File: config.mk
export PLATFORM = sky130hd
export DESIGN_NAME = pcx_rle_pixel_decoder_core
export DESIGN_NICKNAME = d
export VERILOG_FILES = /design/src/hdl/pcxrle_pkg.sv /design/src/hdl/pcxrle_step.sv /design/src/hdl/pcx_rle_pixel_decoder_core.sv
export SDC_FILE = /design/constraint.sdc
export NUM_CORES = 1
export LEC_CHECK = 0
export CAP_MARGIN = 20
export CORE_MARGIN = 10
export CORE_UTILIZATION = 56
export DETAILED_ROUTE_END_ITERATION = 6
export DONT_BUFFER_PORTS = 1
export PLACE_DENSITY = 0.71
export SYNTH_ARGS = -nofsm -noshare
export SYNTH_HDL_FRONTEND = slang
export SYNTH_SLANG_ARGS = --single-unit
export TNS_END_PERCENT = 30
File: constraint.sdc
create_clock -name clk -period 6.3 [get_ports clk]
set_clock_uncertainty 0.2 [all_clocks]
set_input_delay 0 -clock clk [delete_from_list [all_inputs] [get_ports clk]]
set_output_delay 0 -clock clk [all_outputs]
set_load 0.02 [all_outputs]
File: src/hdl/pcxrle_pkg.sv
package pcxrle_pkg;

    // Field widths fixed by the interface.
    localparam int VALUE_W     = 8;
    localparam int OUT_INDEX_W = 20;
    localparam int TOTAL_W     = 21;
    localparam int RUN_W       = 6;

    // A byte with both top bits set is a count byte.
    localparam logic [1:0]         COUNT_MARK  = 2'b11;
    localparam logic [TOTAL_W-1:0] TOTAL_RESET = 21'd64000;

    // Sequencer states.
    typedef enum logic [1:0] {
        ST_IDLE = 2'b01,
        ST_RUN  = 2'b10
    } state_t;

    // Status of one pixel step.
    typedef struct packed {
        logic eoi;
        logic last;
    } step_status_t;

endpackage

File: src/hdl/pcxrle_step.sv
module pcxrle_step #(
    parameter int INDEX_BITS = 20,
    parameter int CMP_W      = 21
) (
    input  logic [INDEX_BITS-1:0]   counter,
    input  logic [CMP_W-1:0]        total,
    input  logic                    run_end,
    output pcxrle_pkg::step_status_t status,
    output logic [INDEX_BITS-1:0]   counter_next
);

    logic [CMP_W-1:0] count_plus;

    // The pixel is the final one of the image when the next position reaches the total.
    assign count_plus   = CMP_W'(counter) + CMP_W'(1);
    assign status.eoi   = (count_plus >= total);
    assign status.last  = status.eoi || run_end;

    // The position wraps to zero after the final pixel.
    assign counter_next = status.eoi ? '0 : count_plus[INDEX_BITS-1:0];

endmodule

File: src/hdl/pcx_rle_pixel_decoder_core.sv
// Literal byte: its pixel is in the output register in the cycle after the byte is accepted.
// Count byte: no pixel. Value byte of a run of N: up to N pixels, fewer if the image ends
// first, one pixel per cycle while the output is not stalled, and the input stalls until
// the run is done; one shared position step unit sets this rate. Literals stream at one per
// cycle while the output is taken without stall. Reset clears the sequencer, the run counts,
// the position counter and the output valid flag, and sets the pixel total to 64000.
module pcx_rle_pixel_decoder_core #(
    parameter int INDEX_BITS = 20
) (
    input  logic                                 clk,
    input  logic                                 rst_n,
    input  logic                                 cfg_valid,
    output logic                                 cfg_ready,
    input  logic [pcxrle_pkg::TOTAL_W-1:0]       total_pixels,
    input  logic                                 in_valid,
    output logic                                 in_stall,
    input  logic [pcxrle_pkg::VALUE_W-1:0]       in_byte,
    output logic                                 out_valid,
    input  logic                                 out_stall,
    output logic [pcxrle_pkg::VALUE_W-1:0]       pixel_value,
    output logic [pcxrle_pkg::OUT_INDEX_W-1:0]   pixel_index,
    output logic                                 last_of_run,
    output logic                                 end_of_image
);

    localparam int CMP_W = (INDEX_BITS + 1 > pcxrle_pkg::TOTAL_W) ?
                           INDEX_BITS + 1 : pcxrle_pkg::TOTAL_W;
    localparam int IW    = (INDEX_BITS > pcxrle_pkg::OUT_INDEX_W) ?
                           INDEX_BITS : pcxrle_pkg::OUT_INDEX_W;
    localparam logic [CMP_W-1:0] CAP       = CMP_W'(1) << INDEX_BITS;
    localparam logic [CMP_W-1:0] RESET_RAW = CMP_W'(pcxrle_pkg::TOTAL_RESET);
    localparam logic [CMP_W-1:0] RESET_EFF = (RESET_RAW > CAP) ? CAP : RESET_RAW;

    pcxrle_pkg::state_t                 state_reg, state_next;
    logic                               awaiting_reg, awaiting_next;
    logic [pcxrle_pkg::RUN_W-1:0]       pending_reg, pending_next;
    logic [pcxrle_pkg::RUN_W-1:0]       remain_reg, remain_next;
    logic [pcxrle_pkg::VALUE_W-1:0]     value_reg, value_next;
    logic [INDEX_BITS-1:0]              counter_reg, counter_next;
    logic [CMP_W-1:0]                   total_reg, total_next;

    logic                               out_valid_reg, out_valid_next;
    logic [pcxrle_pkg::VALUE_W-1:0]     out_value_reg, out_value_next;
    logic [pcxrle_pkg::OUT_INDEX_W-1:0] out_index_reg, out_index_next;
    logic                               out_last_reg, out_last_next;
    logic                               out_eoi_reg, out_eoi_next;

    logic                               out_free;
    logic                               in_fire;
    logic                               emit;
    logic                               run_end;
    logic [pcxrle_pkg::VALUE_W-1:0]     emit_value;
    logic [CMP_W-1:0]                   cfg_wide;
    logic [IW-1:0]                      index_wide;
    logic [INDEX_BITS-1:0]              step_counter_next;
    pcxrle_pkg::step_status_t           step_status;

    // Handshake decode.
    assign cfg_ready = 1'b1;
    assign out_free  = !out_valid_reg || !out_stall;
    assign in_stall  = (state_reg != pcxrle_pkg::ST_IDLE) || !out_free;
    assign in_fire   = in_valid && !in_stall;

    // A pixel closes its byte's run when it is a literal or the final pixel of a run.
    assign run_end = (state_reg == pcxrle_pkg::ST_RUN) ?
                     (remain_reg == pcxrle_pkg::RUN_W'(1)) :
                     (!awaiting_reg || (pending_reg == pcxrle_pkg::RUN_W'(1)));

    // Shared position step unit.
    pcxrle_step #(
        .INDEX_BITS (INDEX_BITS),
        .CMP_W      (CMP_W)
    ) u_step (
        .counter      (counter_reg),
        .total        (total_reg),
        .run_end      (run_end),
        .status       (step_status),
        .counter_next (step_counter_next)
    );

    // Sequencer: decode bytes in idle, walk runs one pixel per cycle while the output is free.
    always_comb
    begin
        state_next    = state_reg;
        awaiting_next = awaiting_reg;
        pending_next  = pending_reg;
        remain_next   = remain_reg;
        value_next    = value_reg;
        emit          = 1'b0;
        emit_value    = value_reg;
        case (state_reg)
            pcxrle_pkg::ST_IDLE:
            begin
                if (in_fire)
                begin
                    if (awaiting_reg)
                    begin
                        awaiting_next = 1'b0;
                        pending_next  = '0;
                        emit          = (pending_reg != '0);
                        emit_value    = in_byte;
                        remain_next   = pending_reg - pcxrle_pkg::RUN_W'(1);
                        value_next    = in_byte;
                    end
                    else if (in_byte[7:6] == pcxrle_pkg::COUNT_MARK)
                    begin
                        awaiting_next = 1'b1;
                        pending_next  = in_byte[pcxrle_pkg::RUN_W-1:0];
                    end
                    else
                    begin
                        emit       = 1'b1;
                        emit_value = in_byte;
                    end
                    if (emit && !step_status.last)
                    begin
                        state_next = pcxrle_pkg::ST_RUN;
                    end
                end
            end
            pcxrle_pkg::ST_RUN:
            begin
                if (out_free)
                begin
                    emit        = 1'b1;
                    emit_value  = value_reg;
                    remain_next = remain_reg - pcxrle_pkg::RUN_W'(1);
                    if (step_status.last)
                    begin
                        state_next = pcxrle_pkg::ST_IDLE;
                    end
                end
            end
            default:
            begin
                state_next = pcxrle_pkg::ST_IDLE;
            end
        endcase
    end

    // Position counter advances on every emitted pixel.
    assign counter_next = emit ? step_counter_next : counter_reg;

    // Clamp the pixel total into the range the counter can reach.
    assign cfg_wide = CMP_W'(total_pixels);
    always_comb
    begin
        total_next = total_reg;
        if (cfg_valid && cfg_ready)
        begin
            if (cfg_wide == '0)
            begin
                total_next = CMP_W'(1);
            end
            else if (cfg_wide > CAP)
            begin
                total_next = CAP;
            end
            else
            begin
                total_next = cfg_wide;
            end
        end
    end

    // Output register holds one pixel request until it is taken.
    assign index_wide = IW'(counter_reg);
    always_comb
    begin
        out_valid_next = out_valid_reg;
        out_value_next = out_value_reg;
        out_index_next = out_index_reg;
        out_last_next  = out_last_reg;
        out_eoi_next   = out_eoi_reg;
        if (emit)
        begin
            out_valid_next = 1'b1;
            out_value_next = emit_value;
            out_index_next = index_wide[pcxrle_pkg::OUT_INDEX_W-1:0];
            out_last_next  = step_status.last;
            out_eoi_next   = step_status.eoi;
        end
        else if (out_free)
        begin
            out_valid_next = 1'b0;
        end
    end

    // Control registers.
    always_ff @(posedge clk or negedge rst_n)
    begin
        if (!rst_n)
        begin
            state_reg     <= pcxrle_pkg::ST_IDLE;
            awaiting_reg  <= 1'b0;
            pending_reg   <= '0;
            remain_reg    <= '0;
            counter_reg   <= '0;
            total_reg     <= RESET_EFF;
            out_valid_reg <= 1'b0;
        end
        else
        begin
            state_reg     <= state_next;
            awaiting_reg  <= awaiting_next;
            pending_reg   <= pending_next;
            remain_reg    <= remain_next;
            counter_reg   <= counter_next;
            total_reg     <= total_next;
            out_valid_reg <= out_valid_next;
        end
    end

    // Payload registers.
    always_ff @(posedge clk)
    begin
        value_reg     <= value_next;
        out_value_reg <= out_value_next;
        out_index_reg <= out_index_next;
        out_last_reg  <= out_last_next;
        out_eoi_reg   <= out_eoi_next;
    end

    assign out_valid    = out_valid_reg;
    assign pixel_value  = out_value_reg;
    assign pixel_index  = out_index_reg;
    assign last_of_run  = out_last_reg;
    assign end_of_image = out_eoi_reg;

endmodule

# Yosys cells after proc, flatten, opt, wreduce, memory -nomap -nowiden
# Cells that the tools add are included.
# classes
reduce_logical	22
magnitude_cmp	2
eq_ne	11
n_mux	30
add_sub_neg	3
# op_table
operator	count
2-to-1 mux 21 bit	2
2-to-1 mux 8 bit	4
2-to-1 mux 6 bit	5
adder 20 x 1 -> 21 bit (second input constant)	1
>= comparator 21 bit	1
greater-than comparator 21 bit (second input constant)	1
logical NOT 21 bit	1
2-to-1 mux 20 bit	1
equality test 6 x 1 -> 1 bit (second input constant)	2
case mux 6 bit (2 select lines)	1
subtractor 6 x 1 -> 6 bit (second input constant)	2
2-to-1 mux 1 bit	11
inequality test 2 bit (second input constant)	5
2-to-1 mux 2 bit	4
AND reduction 4 bit	2
logical NOT 1 bit	6
AND reduction 3 bit	2
nonzero test 2 bit	3
nonzero test 6 bit	1
equality test 2 bit (second input constant)	2
logical OR 1 bit	4
case mux 2 bit (2 select lines)	1
equality test 2 x 1 -> 1 bit (second input constant)	1
logical AND 1 bit	2
other kinds (3)	3
# totals
reg_bits	95
out_inout_bits	33
wordCells	80

# Longest topological paths before layout
# logic_depth
ltp_word	12
ltp_mapped	14
ltp_nobuf	12

# Hierarchy
# From an unflattened synthesis, not the netlist that was laid out.
# unflattened
cells_unflattened	580
hier_area_um2	5630.4
# by_module_without_submodules
module	area_per_inst_um2	cells_per_inst	n_inst
pcx_rle_pixel_decoder_core	4421.7	404	1
pcxrle_step	1208.7	176	1

# Worst setup path before layout
# No wires, ideal clock.
# synth_timing
path_type	register -> register
startpoint	reg counter_reg[0]
endpoint	reg counter_reg[12]
setup_slack_ns	3.022
t_required_ns	5.979
arrival_time_ns	2.957
stages_incl_launch_ff	14
period_less_slack_ns	3.278
path_cell_list	dfrtp_1 > ha_1 > nand3_1 > nor4_4 > nand2_1 > xnor2_1 > ha_1 > nand4_2 > nor4_4 > o211ai_2 > o211ai_4 > nor2_2 > buf_6 > a22o_1
# synth_between
elab_chain_len	3
# synth_lines
item	line_no	source
from (decl)	pcx_rle_pixel_decoder_core.sv:39	logic [INDEX_BITS-1:0] counter_reg, counter_next;
from (signal assigned)	pcx_rle_pixel_decoder_core.sv:208	counter_reg <= counter_next;
adder 20 x 1 -> 21 bit (*)	pcxrle_step.sv:15	assign count_plus = CMP_W'(counter) + CMP_W'(1);
>= comparator 21 bit	pcxrle_step.sv:16	assign status.eoi = (count_plus >= total);
2-to-1 mux 20 bit (*)	pcxrle_step.sv:20	assign counter_next = status.eoi ? '0 : count_plus[INDEX_BITS-1:0];
# Every way passes the cells marked *; elsewhere a longest branch is shown, timed or not.
# A chain may end at the register's enable or synchronous reset.

# Worst setup path after layout
# layout_timing
startpoint	reg counter_reg[0]
endpoint	reg counter_reg[17]
# The elaborated chain is that of the path after synthesis.

==> metrics.cfg <==
[floorplan]
initial_core_util_pct=58.2
floorplan.rows=33
io_pins=67
die_x_um=113
die_area_um2=12800
die_y_um=113
core_area_um2=8340

[synthesis]
synth.distinct_cells=52
synth_seq_cells=95
syn_inst=452
async_flop_share_pct=60.0
synth.avg_cell_area_um2=10.7
syn_area_um2=4850
synth_area_leader_cell=dfrtp_1
synth_top_area_share_pct=25.8
synth-edff-count=38
syn_nets=515
ys.flop_type=dfrtp_1
synthTopCellsByArea=dfrtp_1 (26%), edfxtp_1 (24%), ha_1 (7.5%), o21ai_0 (4.6%), nand2_1 (4.6%)
yosysWarnings=0
ys_seq_area_share_pct=53.1

[grt]
overflow=0
antenna_found_initial=0
grt_pass1_vias=3487
grt_util_all_layers_pct=17.0
grt_pass1_wl_um=17900
grt_max_degree=51

[final_layout]
largest_register_ffs=21
fillers=643
final_cells=595
final_util_pct=65.9
layout-drive-gt1-share_pct=10.0
n_antenna_cell=0
area_growth_pct=13.3
multi_input_area_um2=2060
final_nets=548
register_area_um2=2580

[worst_setup_path]
cp_cell_sequence=ha_1 -> nand3_1 -> nor4_4 -> nand2_1 -> xnor2_1 -> ha_1 -> nand4_2 -> nor4_4 -> o211ai_2 -> o211ai_4 -> nor2_2 -> a221o_1
critical_path.max_fanout=24
reg2reg_slack_ps=2220
cp.depth=12
crit_family=simple AND/OR/NAND/NOR gates
slowest_stage=o211ai_4
cpPeakStageDelay_ps=540
r2r.worst_path.cells=12
arrival_ps=4140
startpoint_type=register
r2r_end=counter_reg[17]
cp.required_ps=6360
path_buf_inv=0
r2r_start=counter_reg[0]
endpoint_kind=register
crit_type=register to register

[sta]
setup_viol=0
rsz0062_at_grt=no
tightest_slew_ps=941
fmax_ghz=0.245
period_share_pct=64.7
slew_headroom_pct=37.2
hold_viol=0
setup_tns_ps=0
slew_viol_final=0
min_period_ps=4080

[place]
hpwl_um=7320
place_congestion=0.823
place_inst=543
portBuffers=0

[power_and_ir_drop]
combPwrFrac_pct=29.4
p_int_mw=1.20
leakagePower_nw=2.29
p_per_area_nw_per_um2=359
pwr-share-seq_pct=50.5
swShare_pct=39.1
switchingPower_mw=0.772
peakVddDrop_v=0.000142
clkPwrFrac_pct=20.1

[routing]
wirelength_um=10800
wl_per_cell_um=18.1
drt.antenna.violating_nets=0
avgViaCountPerCell=5.78
vias=3438
drtPass1Iterations=4
drc=0
drtIter0Drc=255

[clock_network]
clock-sinks=95
cts_max_path_buffers=2
cts.clk_slew.worst_paths_ps=100
cts_resized=0
cts_tree=done
clk-insertion-delay-late_ps=380
htree_levels=3
root_buffer=clkbuf_8
cts_setup_buffers=0
cts_made_buffers=9
cts_hold_buf=36

[outcome]
status=finished, final reports clean

[job]
max-cap-violations=0

[hold_path]
hold_class=primary input to async pin

metal layers:
layer	vias to the layer above	share of wire, %	wire length (µm)	GRT usage (%)
met5	-	0	0	0
met2	107	48	5130	27.2
li1	1671	-	-	-
met3	15	6.7	721	4.97
met1	1645	44	4780	21.9
met4	0	1.5	157	5.25
layout by cell type (no fill, tap or decap), types with 4 or more instances in the layout:
| cell | count |
|---|---|
| nand3_1 | 11 |
| a31oi_1 | 4 |
| nand2_1 | 59 |
| ha_1 | 29 |
| nor4_1 | 7 |
| clkbuf_8 | 9 |
| mux2_2 | 9 |
| o21ai_0 | 45 |
| edfxtp_1 | 38 |
| xor2_1 | 8 |
| nor2_1 | 24 |
| dlygate4sd3_1 | 34 |
| a21oi_1 | 21 |
| a21o_1 | 5 |
| a22o_1 | 15 |
| o22a_1 | 4 |
| nor3_1 | 7 |
| and3_1 | 4 |
| inv_1 | 35 |
| xnor2_1 | 14 |
| dfrtp_1 | 50 |
| nor2b_1 | 4 |
| dfstp_2 | 7 |
worst max-delay path by stage:
stage | startpoint | to | slack (ps)
floorplan | counter_reg[0] | counter_reg[12] | 3020
global placement | counter_reg[0] | counter_reg[17] | 2330
detailed placement | counter_reg[0] | counter_reg[17] | 2200
CTS | counter_reg[0] | counter_reg[17] | 2180
global route | counter_reg[0] | counter_reg[17] | 1900
finish | counter_reg[0] | counter_reg[17] | 2220
through the flow:
step	hold WS [ps]	area, µm²	setup slack (ps)	power [mW]
after global placement	-492	4900	2330	1.53
after floorplan	-496	4850	3020	1.42
after detailed placement	-492	4900	2200	1.56
final	64.4	5500	2220	1.98
after CTS	38.1	5500	2180	1.99
after global routing	69.5	5500	1900	2.10
synthesized netlist by cell type (all sizes together) (5+ instances only):
cell	instances
nand4	5
nor3	7
xor2	8
nand2	60
nor2	26
a21o	5
xnor2	14
o21ai	47
inv	36
nor4	10
dfstp	7
edfxtp	38
clkbuf	6
buf	8
a22o	16
ha	29
dfrtp	50
a21oi	21
mux2	9
nand3	11
power by group through the flow:
stage | Clock, mW | Sequential, mW | Combinational [mW]
finish | 0.398 | 0.998 | 0.580
floorplan | 0 | 0.965 | 0.452
global placement | 0 | 1.01 | 0.525
detailed placement | 0 | 1.01 | 0.548
CTS | 0.403 | 1.00 | 0.585
global route | 0.431 | 1.01 | 0.654
final cells by class:
class,instances,share of cell area [%]
Clock buffer,9,2.25
Inverter,36,2.46
Timing Repair Buffer,36,7.19
Sequential cell,95,46.9
Clock inverter,7,1.34
Multi-Input combinational cell,307,37.5
Tap cell,105,2.39
cell families (layout without fill, tap and decap cells):
kind of cell | after synthesis | after routing | synth area share (%)
AOI/OAI and AO/OA | 110 | 110 | 14.9
muxes | 9 | 9 | 2.09
other | 1 | 1 | 0.0773
and+or+nand+nor | 135 | 135 | 13.7
adders and majority gates | 30 | 30 | 7.68
xor gates and xnor gates | 22 | 22 | 3.97
DFF | 95 | 95 | 53.1
buffers and inverters | 50 | 88 | 4.46
(Power assumes the default switching activity.)
